==> config.mk <==
export PLATFORM = sky130hd
export DESIGN_NAME = cass_ctrl
export DESIGN_NICKNAME = d
export VERILOG_FILES = /design/src/hdl/cable_anchor_step_scheduler_unit_defines.svh /design/src/hdl/cass_pkg.sv /design/src/hdl/cass_ctrl.sv
export SDC_FILE = /design/constraint.sdc
export NUM_CORES = 1
export LEC_CHECK = 0
export BUFFER_PORTS_ARGS = -buffer_cell sky130_fd_sc_hd__clkbuf_2
export CAP_MARGIN = 20
export CORE_MARGIN = 1
export CORE_UTILIZATION = 47
export DETAILED_ROUTE_END_ITERATION = 10
export GPL_TIMING_DRIVEN = 0
export PLACE_DENSITY = 0.74
export SLEW_MARGIN = 30
export SYNTH_ARGS = -nofsm -noshare
export SYNTH_HDL_FRONTEND = slang
export SYNTH_SLANG_ARGS = --single-unit
==> constraint.sdc <==
create_clock -name clk -period 3.1 [get_ports clk]
set_input_delay 0.62 -clock clk [delete_from_list [all_inputs] [get_ports clk]]
set_output_delay 0.62 -clock clk [all_outputs]
set_load 0.05 [all_outputs]
==> src/hdl/cable_anchor_step_scheduler_unit_defines.svh <==
// Assertion macros for the cable anchor step scheduler.
`ifndef CABLE_ANCHOR_STEP_SCHEDULER_UNIT_DEFINES_SVH
`define CABLE_ANCHOR_STEP_SCHEDULER_UNIT_DEFINES_SVH

// Same-cycle implication, sampled on clk, off during rst.
`define CASS_ASSERT_IMP(label, ante, cons, msg) \
  label: assert property (@(posedge clk) disable iff (rst) (ante) |-> (cons)) \
    else $error(msg);

// Next-cycle implication, sampled on clk, off during rst.
`define CASS_ASSERT_NXT(label, ante, cons, msg) \
  label: assert property (@(posedge clk) disable iff (rst) (ante) |=> (cons)) \
    else $error(msg);

`endif

==> src/hdl/cass_pkg.sv <==
// Shared types and constants of the cable anchor step scheduler.
package cass_pkg;

  localparam int FRACTION_BITS_DEF   = 8;
  localparam int COORDINATE_BITS_DEF = 24;
  localparam int STEP_COUNT_BITS_DEF = 40;

  typedef enum logic [1:0] {
    OP_INIT = 2'd0,
    OP_MOVE = 2'd1,
    OP_TICK = 2'd2,
    OP_NONE = 2'd3
  } opcode_t;

  localparam logic [2:0] REG_ANCHOR_X   = 3'd0;
  localparam logic [2:0] REG_ANCHOR_Y   = 3'd1;
  localparam logic [2:0] REG_ANCHOR_Z   = 3'd2;
  localparam logic [2:0] REG_STEPS      = 3'd3;
  localparam logic [2:0] REG_MICROSTEPS = 3'd4;
  localparam logic [2:0] REG_PRECISION  = 3'd5;

  localparam logic [15:0] STEPS_RESET      = 16'd200;
  localparam logic [8:0]  MICROSTEPS_RESET = 9'd16;
  localparam logic [15:0] PRECISION_RESET  = 16'd26;

  typedef struct packed {
    logic       load;
    logic       sq;
    logic [1:0] sq_idx;
    logic       sqrt;
    logic       root_rnd;
    logic       wr_len;
    logic       diff;
    logic       div;
    logic       mulp;
    logic       mulspc;
    logic       mulmf;
    logic       tick;
    logic       emit;
  } cmd_t;

  typedef struct packed {
    logic prec_zero;
    logic out_busy;
  } status_t;

endpackage

==> src/hdl/cass_ctrl.sv <==
// Sequencer of the cable anchor step scheduler.
module cass_ctrl #(
  parameter int COORDINATE_BITS = cass_pkg::COORDINATE_BITS_DEF
) (
  input  logic                clk,
  input  logic                rst,
  input  logic                in_valid,
  output logic                in_ready,
  input  logic [1:0]          opcode,
  input  cass_pkg::status_t   status,
  output cass_pkg::cmd_t      cmd
);
  import cass_pkg::*;

  localparam int RW    = COORDINATE_BITS + 2;
  localparam int DISTW = RW + 1;
  localparam int DW    = ((DISTW > 32) ? DISTW : 32) + 1;
  localparam int NUMW  = DW + 3;
  localparam int MAXIT = (NUMW > 32) ? NUMW : 32;
  localparam int CNTW  = $clog2(MAXIT);

  typedef enum logic [11:0] {
    S_IDLE   = 12'b000000000001,
    S_SQ     = 12'b000000000010,
    S_SQRT   = 12'b000000000100,
    S_DIST   = 12'b000000001000,
    S_WRLEN  = 12'b000000010000,
    S_DIFF   = 12'b000000100000,
    S_DIV    = 12'b000001000000,
    S_MULP   = 12'b000010000000,
    S_MULSPC = 12'b000100000000,
    S_MULMF  = 12'b001000000000,
    S_TICK   = 12'b010000000000,
    S_EMIT   = 12'b100000000000
  } state_t;

  state_t            state, state_next;
  logic [CNTW-1:0]   cnt, cnt_next;
  logic              init_op;

  always_comb begin
    state_next = state;
    cmd        = '0;
    in_ready   = (state == S_IDLE);
    case (state)
      S_IDLE: begin
        cmd.load = in_valid;
        if (in_valid) begin
          case (opcode)
            OP_INIT, OP_MOVE: state_next = S_SQ;
            OP_TICK:          state_next = S_TICK;
            default:          state_next = S_EMIT;
          endcase
        end
      end
      S_SQ: begin
        cmd.sq     = 1'b1;
        cmd.sq_idx = cnt[1:0];
        if (cnt == CNTW'(3)) state_next = S_SQRT;
      end
      S_SQRT: begin
        cmd.sqrt = 1'b1;
        if (cnt == CNTW'(RW - 1)) state_next = S_DIST;
      end
      S_DIST: begin
        cmd.root_rnd = 1'b1;
        state_next   = init_op ? S_WRLEN : S_DIFF;
      end
      S_WRLEN: begin
        cmd.wr_len = 1'b1;
        state_next = S_EMIT;
      end
      S_DIFF: begin
        cmd.diff   = 1'b1;
        state_next = status.prec_zero ? S_MULSPC : S_DIV;
      end
      S_DIV: begin
        cmd.div = 1'b1;
        if (cnt == CNTW'(NUMW - 1)) state_next = S_MULP;
      end
      S_MULP: begin
        cmd.mulp   = 1'b1;
        state_next = S_MULSPC;
      end
      S_MULSPC: begin
        cmd.mulspc = 1'b1;
        state_next = S_MULMF;
      end
      S_MULMF: begin
        cmd.mulmf  = 1'b1;
        state_next = S_EMIT;
      end
      S_TICK: begin
        cmd.tick = 1'b1;
        if (cnt == CNTW'(31)) state_next = S_EMIT;
      end
      S_EMIT: begin
        if (!status.out_busy) begin
          cmd.emit   = 1'b1;
          state_next = S_IDLE;
        end
      end
      default: state_next = S_IDLE;
    endcase
    cnt_next = (state_next != state) ? '0 : cnt + CNTW'(1);
  end

  always_ff @(posedge clk) begin
    if (rst) begin
      state <= S_IDLE;
      cnt   <= '0;
    end else begin
      state <= state_next;
      cnt   <= cnt_next;
    end
  end

  always_ff @(posedge clk) begin
    if (cmd.load) init_op <= (opcode == OP_INIT);
  end

endmodule

==> impl_metrics.csv, run 1 <==
group,metric,value,unit
clocking,clk_latency,0.30,ns
status,outcome,"finished, final reports clean",
clocking,clockBufferDepth,2,
synthesis,synthTopCellsByArea,"dfxtp_1 27%, xor2_1 3.9%, nor2_1 3.3%",
routing,wire_per_inst,15.9,um
layout,final_area,0.00155,mm2
layout,fin_cells,213,
routing,drt_iter0_drc,50,
hold_path,hold_path.class,"reg2reg",
setup_path,critPathKind,"reg2out",
routing,wirelength,3.38,mm
die,die_h,55.5,um
setup_path,arrival,2.32,ns
timing,grt_setup_unrepaired,"false",
timing,slew_violations,0,
layout,layout_commonest_cell,"clkbuf_2",
synthesis,syn_area_per_cell,8.57,um2
timing,fin_crit_sh,0.948,
setup_path,start_kind,"register",
timing,finClkSkew,0.00727,ns
setup_path,ff2ff_setup_slack,0.68,ns
power,power.total,530,uW
synthesis,synthArstFlopShare,0,
grt,grt_pass1_vias,1210,
die,coreArea,0.00273,mm2
die,num_rows,19,
power,leakage,0.650,nW
routing,viasPerCell,6.18,
routing,route.antenna.remaining_nets,0,
layout,area_delta_synth_final,15.4,%
placement,place_hpwl,2.66,mm
grt,grt.met3_usage,0.0328,
die,die_x,55.5,um
grt,grt_pass1_wl,5.62,mm
placement,postPlaceCellArea,0.00151,mm2
synthesis,ys_types,50,
timing,fmaxAchievable,0.340,GHz
synthesis,synth_flop_cell,"dfxtp_1",
timing,tns,0,ns
synthesis,ys_seq_area_frac,0.290,
setup_path,end_kind,"output pin",
grt,grtUsageMet1,0.291,
clocking,cts_hold_buf,0,
grt,met2_usage,0.401,
placement,gp_congestion,0.893,
die,die_area,0.00308,mm2
clocking,cts.sinks,19,
setup_path,worstPathRequired,2.48,ns
routing,first_pass_iters,4,
timing,slew_headroom,0.594,
layout,final_cell_mix,"19 x clkbuf_2, 18 x dfxtp_1, 12 x nor2_1, 8 x nand2_1, 8 x nor3_1",
grt,grt.total_usage,0.235,
clocking,clkTransAtPathRegs,0.11,ns
routing,drc_errors,0,
synthesis,synth.top_cell.area_share,0.268,
power,vdd_drop_max,298,uV
grt,grt_max_degree,11,
timing,final-setup-viol-count,0,
routing,vias,1316,
power,power_density,341,mW/mm2
clocking,h-tree-depth,1,
synthesis,yosys_warnings,0,
synthesis,synth_nets,166,
synthesis,yosys.area.top_type,"dfxtp_1",
timing,min_period,2.94,ns
layout,drive_gt1_frac,0.253,
clocking,cts-root-buf,"clkbuf_4",
synthesis,syn_inst,157,
die,start_util,0.492,
setup_path,cp_top_family,"simple AND/OR/NAND/NOR gates",
placement,portBuffers,21,
layout,insertedDiodeCount,0,
placement,placed_cells,209,
synthesis,synth-seq-cells,19,
timing,hold_violations,0,
die,io_pins,22,
clocking,cts_tree,"done",
grt,antenna_found_initial,0,
setup_path,critical-path-slowest-cell,"or3_1",
grt,grt_overflow_total,0,
layout,fin_util,0.568,
layout,fin_nets,192,
setup_path,cp_max_fo,10,
grt,grt_busiest_layer,"met2",
synthesis,synth_area,0.00135,mm2
clocking,cts_buffers,3,
synthesis,synth_edf_count,1,
setup_path,critPathBufInv,3,
setup_path,cp_cell_sequence,"buf_6 > nor4_4 > buf_6 > nand2_1 > or3_1 > nor3b_2 > clkbuf_4",
run,drv_cap,0,
timing,worst_pin_slew,0.600,ns
setup_path,max_stage_delay,0.40,ns
setup_path,cpMostUsedCell,"buf_6",
-- repair_timing --
item,in CTS,in global routing
pin swaps,0,2
setup endpoints to repair,2,4
buffers inserted,0,0
gates resized for setup,2,5
endpoints found under the hold margin,0,0
-- logic make-up (layout without fill, tap and decap cells) --
kind of cell | after synthesis | in the layout | synth area share
fa+ha+maj | 2 | 2 | 0.0186
buf+inv | 16 | 41 | 0.0679
simple gates | 89 | 89 | 0.442
xor+xnor | 8 | 8 | 0.0521
flops | 19 | 19 | 0.290
compound gates | 23 | 23 | 0.129
-- worst reg2reg max path, stage by stage, from the launching register on --
cell and delay (ns):
dfxtp_1 0.35, clkbuf_1 0.46, xor2_1 0.17, and4_1 0.26, a2111o_1 0.35, a32o_1 0.24, nor4_4 0.37, nor2b_1 0.18
-- per-stage QoR --
step	hold WS (ns)	setup WS, ns
global route	0.503	0.00451
floorplan	0.411	0.0511
finish	0.492	0.160
detailed placement	0.465	0.195
global placement	0.422	0.288
CTS	0.492	0.0438
-- synthesized netlist by cell type, types with 3 or more instances --
cell type	number
nor3_1	8
clkbuf_1	3
nand2_1	8
nand3_1	6
a21oi_1	4
nor3b_1	5
o21ai_0	3
inv_1	5
dfxtp_1	18
buf_2	4
nor2_1	12
nor4_1	4
and4_1	3
xor2_1	6
nand4_1	5
nor4b_1	5
nor2b_1	6
and2_1	6
buf_6	3
nand2b_1	4
-- flip-flops by register name, summed over array words and instances, names as in the netlist --
signal	count
state	12
init_op	1
cnt	6
-- cell type report --
class                           count  area (um2)
Fill cell                         273        1180
Multi-Input combinational cell    122         896
Sequential cell                    19         390
Timing Repair Buffer               21         110
Buffer                             11        72.6
Tap cell                           31        38.8
Clock buffer                        4        26.3
Inverter                            5        18.8
-- layer usage --
metal / vias up / routed length [um]
met5: - / 0
met4: 0 / 98
met3: 11 / 165
li1: 638 / -
met2: 40 / 1740
met1: 627 / 1370
-- path summary, 6_finish.rpt --
path,startpoint,end,cells after the start
setup / recovery,state[8]$_SDFF_PP0_,cmd[7],7
hold / removal,init_op$_DFFE_PP_,state[5]$_SDFF_PP0_,1
setup reg to reg,state[4]$_SDFF_PP0_,cnt[0]$_SDFF_PP0_,7
hold reg to reg,init_op$_DFFE_PP_,state[5]$_SDFF_PP0_,1
-- where the power goes --
part / switching [mW] / total (mW) / internal (mW)
Sequential: 0.00793 / 0.263 / 0.255
Combinational: 0.0865 / 0.138 / 0.0515
Clock: 0.0785 / 0.129 / 0.0502
Power figures use the tool's default switching activity.
==> run 2: changes to the inputs <==
--- a/config.mk
+++ b/config.mk
@@ -5,13 +5,14 @@
 export SDC_FILE = /design/constraint.sdc
 export NUM_CORES = 1
 export LEC_CHECK = 0
+export ABC_AREA = 1
 export BUFFER_PORTS_ARGS = -buffer_cell sky130_fd_sc_hd__clkbuf_2
 export CAP_MARGIN = 20
 export CORE_MARGIN = 1
 export CORE_UTILIZATION = 47
 export DETAILED_ROUTE_END_ITERATION = 10
 export GPL_TIMING_DRIVEN = 0
-export PLACE_DENSITY = 0.74
+export PLACE_DENSITY = 0.75
 export SLEW_MARGIN = 30
 export SYNTH_ARGS = -nofsm -noshare
 export SYNTH_HDL_FRONTEND = slang
==> run 2 against run 1 <==
Against the previous run: register-to-register slack gained 0.78 ns; wire length shrank 27%; first-iteration DRC count shrank 64%; sequential cell count is the same; combinational power shrank 4%; area after synthesis shrank 7.7%; cell area shrank 9.2%; via count shrank 13%; critical path type unchanged.
==> impl_metrics.csv, run 2 <==
group,metric,value,unit
status,outcome,"finished, final reports clean",
clocking,cts.sinks,19,
timing,fin_ws,0.772,ns
layout,final_cell_mix,"45 x nand2_1, 40 x inv_1, 33 x nor2_1, 21 x clkbuf_2, 18 x dfxtp_1",
run,drv_cap,0,
grt,grt_max_degree,11,
grt,grt_pass1_vias,945,
synthesis,synth_edf_count,1,
routing,wire_per_inst,9.88,um
layout,fin_util,0.569,
synthesis,ys_seq_area_frac,0.315,
clocking,cts_hold_buf,0,
timing,slew_headroom,0.651,
setup_path,end_kind,"output pin",
routing,drt_iter0_drc,18,
timing,fin_crit_sh,0.751,
layout,largest_reg_flops,12,
timing,worst_pin_slew,0.524,ns
clocking,cts_resized,0,
routing,drc_errors,0,
synthesis,syn_area_per_cell,6.33,um2
synthesis,ys_types,23,
placement,portBuffers,21,
layout,area_delta_synth_final,13.6,%
grt,grt.total_usage,0.193,
timing,hold_violations,0,
power,power_density,372,mW/mm2
routing,route.antenna.remaining_nets,0,
routing,met2WireLength,1.11,mm
setup_path,arrival,1.71,ns
setup_path,cp_max_fo,8,
layout,regMostFlops,"state",
grt,antenna_found_initial,0,
die,die_h,53.4,um
timing,final-setup-viol-count,0,
setup_path,start_kind,"register",
synthesis,synth.mux.area_fraction,0,
setup_path,max_stage_delay,0.34,ns
clocking,clockBufferDepth,2,
synthesis,yosys_warnings,0,
timing,tns,0,ns
layout,fin_nets,231,
setup_path,cp_cell_sequence,"nor2_1 > nand2_4 > nor2_8 > nand2_2 > nor2_1 > clkbuf_2",
synthesis,synth-xor-area-share,0.0282,
synthesis,yosys.area.top_type,"dfxtp_1",
synthesis,synth.top_cell.area_share,0.290,
synthesis,synthAdderAreaFrac,0.0202,
synthesis,synthTopCellsByArea,"dfxtp_1 29%, nand2_1 14%, inv_1 12%",
placement,gp_congestion,0.798,
layout,drive_gt1_frac,0.213,
layout,layout_commonest_cell,"nand2_1",
timing,slew_violations,0,
placement,placed_cells,247,
timing,grt_setup_unrepaired,"false",
routing,met3WireLength,66,um
setup_path,cpMostUsedCell,"nor2_1",
die,start_util,0.501,
routing,wl_met1,1.27,mm
synthesis,yosys-top-cells-count,"45 x nand2_1, 40 x inv_1, 33 x nor2_1",
power,power.total,524,uW
die,die_area,0.00285,mm2
routing,vias,1143,
clocking,clkTransAtPathRegs,0.12,ns
synthesis,synthArstFlopShare,0,
synthesis,synth_top_family_by_area,"simple AND/OR/NAND/NOR gates",
setup_path,critPathKind,"reg2out",
die,die_x,53.4,um
synthesis,synth_simple_gate_area_frac,0.489,
synthesis,synth_nets,205,
synthesis,synth_compound_area_frac,0.0212,
synthesis,synth.most_common_cell,"nand2_1",
placement,post-place-ws,1.11,ns
die,io_pins,22,
synthesis,synth_flop_cell,"dfxtp_1",
routing,highest_layer,"met4",
clocking,h-tree-depth,1,
synthesis,synth-seq-cells,19,
grt,grt_pass1_wl,3.99,mm
hold_path,hold_path.class,"reg2reg",
power,leakage,0.816,nW
grt,grt_overflow_total,0,
clocking,cts_setup_buffers,0,
setup_path,worstPathRequired,2.48,ns
clocking,clk_latency,0.30,ns
clocking,cts-root-buf,"clkbuf_4",
synthesis,synth_area,0.00124,mm2
routing,wirelength,2.48,mm
timing,finClkSkew,0.00761,ns
die,coreArea,0.00248,mm2
timing,min_period,2.33,ns
power,vdd_drop_max,252,uV
setup_path,critPathBufInv,1,
setup_path,critical-path-slowest-cell,"dfxtp_1",
synthesis,syn_inst,196,
setup_path,cp_top_family,"simple AND/OR/NAND/NOR gates",
layout,top_regs,"state (12), cnt (6), init_op (1)",
clocking,cts_tree,"done",
die,num_rows,18,
layout,fin_cells,251,
timing,fmaxAchievable,0.430,GHz
routing,first_pass_iters,4,
routing,viasPerCell,4.55,
layout,insertedDiodeCount,0,
clocking,cts_buffers,3,
placement,place_hpwl,2.00,mm
## run 2: path summary, 6_finish.rpt
kind	start	end	slack, ns	cells past startpoint
setup reg to reg	cnt[0]$_SDFF_PP0_	cnt[0]$_SDFF_PP0_	1.46	10
hold reg to reg	init_op$_DFFE_PP_	state[5]$_SDFF_PP0_	0.48	1
hold / removal	init_op$_DFFE_PP_	state[5]$_SDFF_PP0_	0.48	1
setup / recovery	state[11]$_SDFF_PP0_	cmd[13]	0.77	6
## run 2: area by class of cell
cell class	count	area, um2
Sequential cell	19	390
Inverter	41	154
Multi-Input combinational cell	135	693
Tap cell	30	37.5
Timing Repair Buffer	21	105
Clock buffer	4	26.3
Fill cell	250	1070
Buffer	1	3.75
## run 2: logic make-up (layout without fill, tap and decap cells)
| group | after synthesis | count (layout) |
|---|---|---|
| AO/OA/AOI/OAI | 5 | 5 |
| XOR/XNOR | 4 | 4 |
| adder cells (fa/ha/maj) | 2 | 2 |
| buffers and inverters | 42 | 67 |
| flip-flops | 19 | 19 |
| AND/OR/NAND/NOR | 124 | 124 |
## run 2: power by group
group	switching [mW]	total, mW	internal [mW]	leakage, nW
Combinational	0.0918	0.133	0.0415	0.646
Sequential	0.00790	0.263	0.255	0.155
Clock	0.0785	0.129	0.0500	0.0150
## run 2: metrics by stage
stage	hold WS, ns	cell area (um2)
after floorplan	0.419	1240
after global placement	0.451	1380
after detailed placement	0.459	1380
after CTS	0.476	1410
after global routing	0.482	1410
final	0.478	1410
## run 2: layer usage
metal  global-route usage  vias up
met3               0.0259        4
met5                    0        -
met4               0.0526        0
met2                0.317       18
li1                     -      637
met1                0.259      484
